==> src/sv/hli_pkg.sv <==
package hli_pkg;

  localparam int RadiusWidth  = 32;
  localparam int IndexWidth   = 8;
  localparam int CountWidth   = 9;
  localparam int CountReset   = 2;
  localparam int ChunkWidth   = 16;
  localparam int QuotClampBit = 50;

  localparam logic CmdLoad  = 1'b0;
  localparam logic CmdQuery = 1'b1;

  typedef struct packed {
    logic load;
    logic start;
    logic hunt;
    logic prep;
    logic mul;
    logic div;
    logic fin;
  } hli_cmd_t;

  typedef struct packed {
    logic hunt_done;
    logic zero_width;
    logic mul_done;
    logic div_done;
    logic out_free;
  } hli_stat_t;

endpackage

==> src/sv/hli_ctrl.sv <==
module hli_ctrl import hli_pkg::*; (
  input  logic      clk_i,
  input  logic      rst_ni,
  input  logic      in_valid_i,
  input  logic      in_command_i,
  output logic      in_ready_o,
  input  hli_stat_t stat_i,
  output hli_cmd_t  cmd_o
);

  localparam logic [2:0] StIdle = 3'd0;
  localparam logic [2:0] StHunt = 3'd1;
  localparam logic [2:0] StPrep = 3'd2;
  localparam logic [2:0] StMul  = 3'd3;
  localparam logic [2:0] StDiv  = 3'd4;
  localparam logic [2:0] StFin  = 3'd5;

  logic [2:0] state_q, state_d;

  always_ff @(posedge clk_i or negedge rst_ni) begin
    if (!rst_ni) begin
      state_q <= StIdle;
    end else begin
      state_q <= state_d;
    end
  end

  always_comb begin
    state_d    = state_q;
    cmd_o      = '0;
    in_ready_o = 1'b0;
    unique case (state_q)
      StIdle: begin
        in_ready_o = 1'b1;
        if (in_valid_i) begin
          if (in_command_i == CmdQuery) begin
            cmd_o.start = 1'b1;
            state_d     = StHunt;
          end else begin
            cmd_o.load = 1'b1;
          end
        end
      end
      StHunt: begin
        cmd_o.hunt = 1'b1;
        if (stat_i.hunt_done) begin
          state_d = StPrep;
        end
      end
      StPrep: begin
        cmd_o.prep = 1'b1;
        state_d    = stat_i.zero_width ? StFin : StMul;
      end
      StMul: begin
        cmd_o.mul = 1'b1;
        if (stat_i.mul_done) begin
          state_d = StDiv;
        end
      end
      StDiv: begin
        cmd_o.div = 1'b1;
        if (stat_i.div_done) begin
          state_d = StFin;
        end
      end
      StFin: begin
        if (stat_i.out_free) begin
          cmd_o.fin = 1'b1;
          state_d   = StIdle;
        end
      end
      default: begin
        state_d = StIdle;
      end
    endcase
  end

endmodule

==> config.mk <==
export PLATFORM = sky130hd
export DESIGN_NAME = hli_ctrl
export DESIGN_NICKNAME = d
export VERILOG_FILES = /design/src/sv/hli_pkg.sv /design/src/sv/hli_ctrl.sv
export SDC_FILE = /design/constraint.sdc
export NUM_CORES = 1
export LEC_CHECK = 0
export ABC_AREA = 1
export ABC_CLOCK_PERIOD_IN_PS = 1200
export BUFFER_PORTS_ARGS = -buffer_cell sky130_fd_sc_hd__clkbuf_2
export CAP_MARGIN = 20
export CORE_AREA = 2 2 39 41
export DETAILED_ROUTE_END_ITERATION = 8
export DIE_AREA = 0 0 41 43
export PLACE_DENSITY_LB_ADDON = 0.1
export SLEW_MARGIN = 20
export SYNTH_ARGS = -nofsm -noshare
export SYNTH_HDL_FRONTEND = slang
export SYNTH_SLANG_ARGS = --single-unit
==> constraint.sdc <==
create_clock -name clk_i -period 1.2 [get_ports clk_i]
set_input_delay 0 -clock clk_i [delete_from_list [all_inputs] [get_ports clk_i]]
set_output_delay 0 -clock clk_i [all_outputs]
set_load 0.05 [all_outputs]
==> results of run 1 <==
==> how the worst max path moves through the flow <==
stage	from	end	slack [ps]
global route	state_q[0]	state_q[2]	-160
floorplan	state_q[1]	cmd_o[6]	-370
detailed placement	state_q[0]	cmd_o[6]	-8
CTS	state_q[0]	cmd_o[0]	-90
finish	state_q[0]	cmd_o[0]	-100
global placement	state_q[0]	cmd_o[6]	20
==> cell usage in the layout, fill, tap and decap left out, drive strengths merged <==
master / instances
a21oi: 1
buf: 22
clkbuf: 13
dfrtp: 3
dlygate4sd3: 1
inv: 10
nand2: 12
nand3: 8
nor2: 10
nor3: 2
nor4: 1
o21ai: 1
o21bai: 1
o22ai: 1
==> per-layer routing <==
metal | track usage (%) | vias to the layer above
li1 | - | 230
met1 | 17.2 | 207
met2 | 20.3 | 14
met3 | 4.71 | 2
met4 | 2.00 | 0
met5 | 0 | -
==> critical path, stage by stage (launching register included) <==
cell and delay (ps):
dfrtp_1 370, inv_2 90, buf_12 130, nor4_4 250, clkbuf_8 220
==> layout make-up <==
cell class,count,area share [%]
Clock buffer,4,3.57
Tap cell,16,2.72
Multi-Input combinational cell,37,38.0
Timing Repair Buffer,32,39.9
Sequential cell,3,10.4
Inverter,10,5.43
==> timing repair <==
| action | CTS | global route |
|---|---|---|
| resized for setup | 21 | 17 |
| setup endpoints to repair | 8 | 11 |
| pin swaps | 2 | 7 |
| hold buffers | 1 | 0 |
| endpoints found under the hold margin | 3 | 0 |
| buffers inserted | 7 | 4 |
==> power by group through the flow <==
stage | registers [mW] | clock network, mW | logic, mW
final | 0.207 | 0.186 | 1.72
after global routing | 0.213 | 0.196 | 1.83
after CTS | 0.200 | 0.191 | 1.45
after detailed placement | 0.205 | 0 | 1.06
after global placement | 0.202 | 0 | 1.08
after floorplan | 0.178 | 0 | 0.871
==> cells by family (layout without fill, tap and decap cells) <==
logic type / count (synthesis) / count (layout) / share of synthesized area (%)
buf+inv: 12 / 46 / 16.9
flops: 3 / 3 / 22.5
simple gates: 33 / 33 / 53.6
compound gates: 4 / 4 / 7.12
==> stage by stage <==
step	util, %	instance area (um^2)
3_3_place_gp	34.4	477
4_1_cts	47.6	658
2_1_floorplan	-	365
6_report	53.3	737
3_5_place_dp	34.4	477
5_1_grt	53.3	737
==> impl_metrics.env, run 1 <==
export IMPL_power_share_sequential_pct=9.8
export IMPL_yosys_top_cells_count="nand2_1, nor2_1, inv_1"
export IMPL_placed_cells=86
export IMPL_path_max_fanout=4
export IMPL_slew_limit_headroom_pct=83.4
export IMPL_reg2regPathDepth=8
export IMPL_dr_pass1_iters=4
export IMPL_power_switching_mw=1.08
export IMPL_top_layer="met4"
export IMPL_cp_end_kind="output port"
export IMPL_dr_wl_met2_um=599
export IMPL_num_io_pins=17
export IMPL_synthCells=52
export IMPL_nets=96
export IMPL_synth_area_per_cell_um2=6.42
export IMPL_n_fill_cell=132
export IMPL_final_cells=102
export IMPL_antenna_cells=0
export IMPL_power_mw=2.11
export IMPL_clk_latency_ps=240
export IMPL_syn_to_final_growth_pct=121
export IMPL_synth_nets=61
export IMPL_grt_pass1_vias=392
export IMPL_drv_cap=0
export IMPL_yosysMostFrequentCell="nand2_1"
export IMPL_overflow=0
export IMPL_period_needed_ps=1300
export IMPL_largest_reg_flops=3
export IMPL_htreeDepth=1
export IMPL_synth_top_area_cell="dfrtp_1"
export IMPL_clockBufferDepth=2
export IMPL_rows=14
export IMPL_startpoint_type="flip-flop"
export IMPL_drc=0
export IMPL_final_setup_tns_ps=-434
export IMPL_gp_congestion=0.722
export IMPL_required_ps=1200
export IMPL_min_period_over_period_pct=108
export IMPL_synth_edf_count=0
export IMPL_hold_depth=4
export IMPL_crit_type="reg -> out"
export IMPL_core_um2=1380
export IMPL_synthFlopType="dfrtp_1"
export IMPL_synthesis_area_um2=334
export IMPL_async_flop_share_pct=100
export IMPL_reg_top3="state_q x3"
export IMPL_ys_ff_latch=3
export IMPL_p_leak_nw=0.377
export IMPL_synthTopCellsByArea="dfrtp_1, nand3_2, nand2_1"
export IMPL_power_density_nw_per_um2=2860
export IMPL_fin_skew_ps=0.668
export IMPL_port_buffers=16
export IMPL_first_iter_violations=6
export IMPL_ant_nets=0
export IMPL_hold_ws_ps=53.4
export IMPL_arrival_ps=1300
export IMPL_dp_hpwl_um=683
export IMPL_vias=453
export IMPL_wl_per_cell_um=10.9
export IMPL_worst_slew_pin_slew_ps=248
export IMPL_viasPerCell=4.44
export IMPL_synth_distinct_cells=18
export IMPL_start_util_pct=24.1
export IMPL_dr_wl_met3_um=58
export IMPL_fin_ws_ps=-101
export IMPL_yosysTopAreaCellShare_pct=22.5
export IMPL_vdd_drop_max_v=0.00127
export IMPL_wl_um=1110
export IMPL_report_final_slew_viol_count=0
export IMPL_met1Wirelength_um=445
export IMPL_setup_viol=6
export IMPL_ys_seq_area_share_pct=22.5
export IMPL_multiInputGateArea_um2=280
export IMPL_grt_max_degree=7
export IMPL_comb_power_share_pct=81.4
export IMPL_hold_start="stat_i[2]"
export IMPL_grt_usage_pct=13.1
export IMPL_hold_end="state_q[1]"
export IMPL_drive_above_1_share_pct=68.6
export IMPL_die_w_um=41
export IMPL_grt_antenna_before_repair=0
export IMPL_top_register="state_q"
export IMPL_die_h_um=43
export IMPL_timing_rr_start="state_q[1]"
export IMPL_cts_buffers=3
export IMPL_status="complete, but fails checks"
export IMPL_ys_warn_count=0
export IMPL_holdCritPathClass="in -> reg"
export IMPL_p_clk_share_pct=8.8
export IMPL_clock_sinks=3
export IMPL_dp_slack_ps=-8.46
export IMPL_grt_pass1_wl_um=1570
export IMPL_rr_endpoint="state_q[2]"
export IMPL_p_int_mw=1.03
export IMPL_seqCellArea_um2=76.3
export IMPL_finalHoldViolations=0
export IMPL_fmax_ghz=0.768
export IMPL_rsz0062_at_grt="yes"
export IMPL_cts_tree="done"
export IMPL_die_area_um2=1760
export IMPL_clkSlewWorstSetupHoldPaths_ps=40
export IMPL_violations="negative setup slack"
export IMPL_cts_root_buffer="clkbuf_4"
export IMPL_swShare_pct=51.0
export IMPL_ff2ff_setup_slack_ps=-80
(Power assumes the default switching activity.)
==> run 2, diff against run 1 <==
- CORE_AREA: 2 2 39 41 -> unset
- CORE_UTILIZATION: unset -> 25
- DIE_AREA: 0 0 41 43 -> unset
==> run 2 against run 1 <==
Sequential power is 7% higher. The run still ends with negative setup slack left. Hold slack worse by 15 ps. Critical endpoint is now cmd_o[6]. Clock power about the same. Core utilization increased by 6.5 points. First-iteration DRC count unchanged. Fmax increased by 4.6%. Sequential share of layout area up 0.73 points. Cell count is 8.8% lower. Final area shrank 5.1%.
==> impl_metrics.env, run 2 (same netlist as run 1, synthesis figures left out) <==
export IMPL_post_route_util_pct=59.7
export IMPL_placed_cells=85
export IMPL_clock_sinks=3
export IMPL_wl_um=964
export IMPL_slowest_stage="dfrtp_2"
export IMPL_swShare_pct=52.9
export IMPL_path_max_fanout=4
export IMPL_dp_hpwl_um=690
export IMPL_hold_ws_ps=38.8
export IMPL_top_usage_layer="met2"
export IMPL_drive_above_1_share_pct=70.9
export IMPL_timing_critical_path_from="state_q[1]"
export IMPL_period_needed_ps=1240
export IMPL_grt_util_met2_pct=23.3
export IMPL_arrival_ps=1240
export IMPL_grt_pass1_vias=351
export IMPL_n_fill_cell=102
export IMPL_power_density_nw_per_um2=2830
export IMPL_start_util_pct=28.5
export IMPL_dr_pass1_iters=4
export IMPL_setup_viol=4
export IMPL_path_cells="inv_2 > nand2_4 > nor2_4 > nand2_2 > nor2_4 > buf_8"
export IMPL_met1_usage_pct=16.3
export IMPL_final_setup_tns_ps=-82.1
export IMPL_grt_usage_pct=14.1
export IMPL_comb_power_share_pct=79.4
export IMPL_fmax_ghz=0.804
export IMPL_cts_tree="done"
export IMPL_fin_skew_ps=7.09
export IMPL_clkSlewWorstSetupHoldPaths_ps=40
export IMPL_critPathMaxStageDelay_ps=440
export IMPL_p_clk_share_pct=9.4
export IMPL_nets=89
export IMPL_htreeDepth=1
export IMPL_dp_slack_ps=9.31
export IMPL_rows=12
export IMPL_viasPerCell=4.70
export IMPL_cp_end_kind="output port"
export IMPL_postPlaceCellArea_um2=507
export IMPL_final_cells=93
export IMPL_layout_common_cells="clkbuf_2, nand3_2, nand2_1, nor2_4, buf_4"
export IMPL_overflow=0
export IMPL_startpoint_type="flip-flop"
export IMPL_required_ps=1200
export IMPL_syn_to_final_growth_pct=109
export IMPL_top_register="state_q"
export IMPL_die_area_um2=1490
export IMPL_cts_root_buffer="clkbuf_4"
export IMPL_core_um2=1170
export IMPL_p_leak_nw=0.346
export IMPL_port_buffers=16
export IMPL_p_int_uw=933
export IMPL_gp_congestion=0.839
export IMPL_clk_latency_ps=240
export IMPL_rsz0062_at_grt="yes"
export IMPL_grtUsageMet3_pct=1.74
export IMPL_report_final_slew_viol_count=0
export IMPL_largest_reg_flops=3
export IMPL_wl_per_cell_um=10.4
export IMPL_fin_ws_ps=-44.4
export IMPL_grt_max_degree=7
export IMPL_violations="negative setup slack"
export IMPL_grt_antenna_before_repair=0
export IMPL_antenna_cells=0
export IMPL_multiInputGateArea_um2=294
export IMPL_hold_start="stat_i[2]"
export IMPL_power_mw=1.98
export IMPL_die_h_um=38.6
export IMPL_holdCritPathClass="in -> reg"
export IMPL_path_common_cell="nor2_4"
export IMPL_status="complete, but fails checks"
export IMPL_drc=0
export IMPL_power_switching_mw=1.05
export IMPL_ff2ff_setup_slack_ps=0
export IMPL_vias=437
export IMPL_ant_nets=0
export IMPL_worst_slew_pin_slew_ps=220
export IMPL_die_w_um=38.6
export IMPL_first_iter_violations=6
export IMPL_crit_type="reg -> out"
export IMPL_num_io_pins=17
export IMPL_timing_rr_start="state_q[1]"
export IMPL_power_share_sequential_pct=11.2
export IMPL_vdd_drop_max_v=0.00154
export IMPL_layout_commonest_cell="clkbuf_2"
export IMPL_stdcell_area_um2=699
export IMPL_grt_pass1_wl_um=1390
export IMPL_slew_limit_headroom_pct=85.3
export IMPL_finalHoldViolations=0
export IMPL_min_period_over_period_pct=104
export IMPL_seqCellArea_um2=77.6
export IMPL_cts_buffers=3
export IMPL_clockBufferDepth=2
export IMPL_reg_top3="state_q x3"
export IMPL_drv_cap=0
-- run 2: cell count changes in the layout (fill, tap and decap cells not counted), sizes merged --
cell	previous run	this run
buf	22	13
clkbuf	13	15
-- run 2: power groups by stage --
| stage | Combinational [mW] | Clock, mW | Sequential, mW |
|---|---|---|---|
| floorplan | 0.871 | 0 | 0.178 |
| detailed placement | 1.15 | 0 | 0.206 |
| global route | 1.66 | 0.192 | 0.228 |
| CTS | 1.44 | 0.192 | 0.214 |
| global placement | 1.17 | 0 | 0.201 |
| finish | 1.57 | 0.186 | 0.222 |
-- run 2: repair_timing --
action / in CTS / in global routing
buffers inserted: 3 / 0
resized for setup: 24 / 14
endpoints found under the setup margin: 8 / 11
pin swaps: 1 / 6
endpoints found under the hold margin: 3 / 0
hold buffers: 1 / 0
-- run 2: routing by layer --
layer / vias to the layer above / wire length (um)
li1: 221 / -
met1: 199 / 400
met2: 15 / 503
met3: 2 / 38
met4: 0 / 21
met5: - / 0
-- run 2: cell type report --
cell class,count,share of cell area [%]
multi-input cells,37,42.0
repair buffers,25,34.5
inverters,10,6.08
flip-flops and latches,3,11.1
well taps,14,2.50
clock buffers,4,3.76
-- run 2: worst max-delay path, delay by kind of cell, from the launching register on --
kind | cells | cell delay, ps
and+or+nand+nor | 4 | 320
buffers and inverters | 2 | 240
DFF | 1 | 440
-- run 2: worst paths after layout --
check | endpoint | cells past startpoint
max | cmd_o[6] | 6
min | state_q[1] | 4
max reg2reg | state_q[0] | 7
min reg2reg | state_q[0] | 3
max in group asynchronous | state_q[2] | 2
min in group asynchronous | state_q[0] | 2
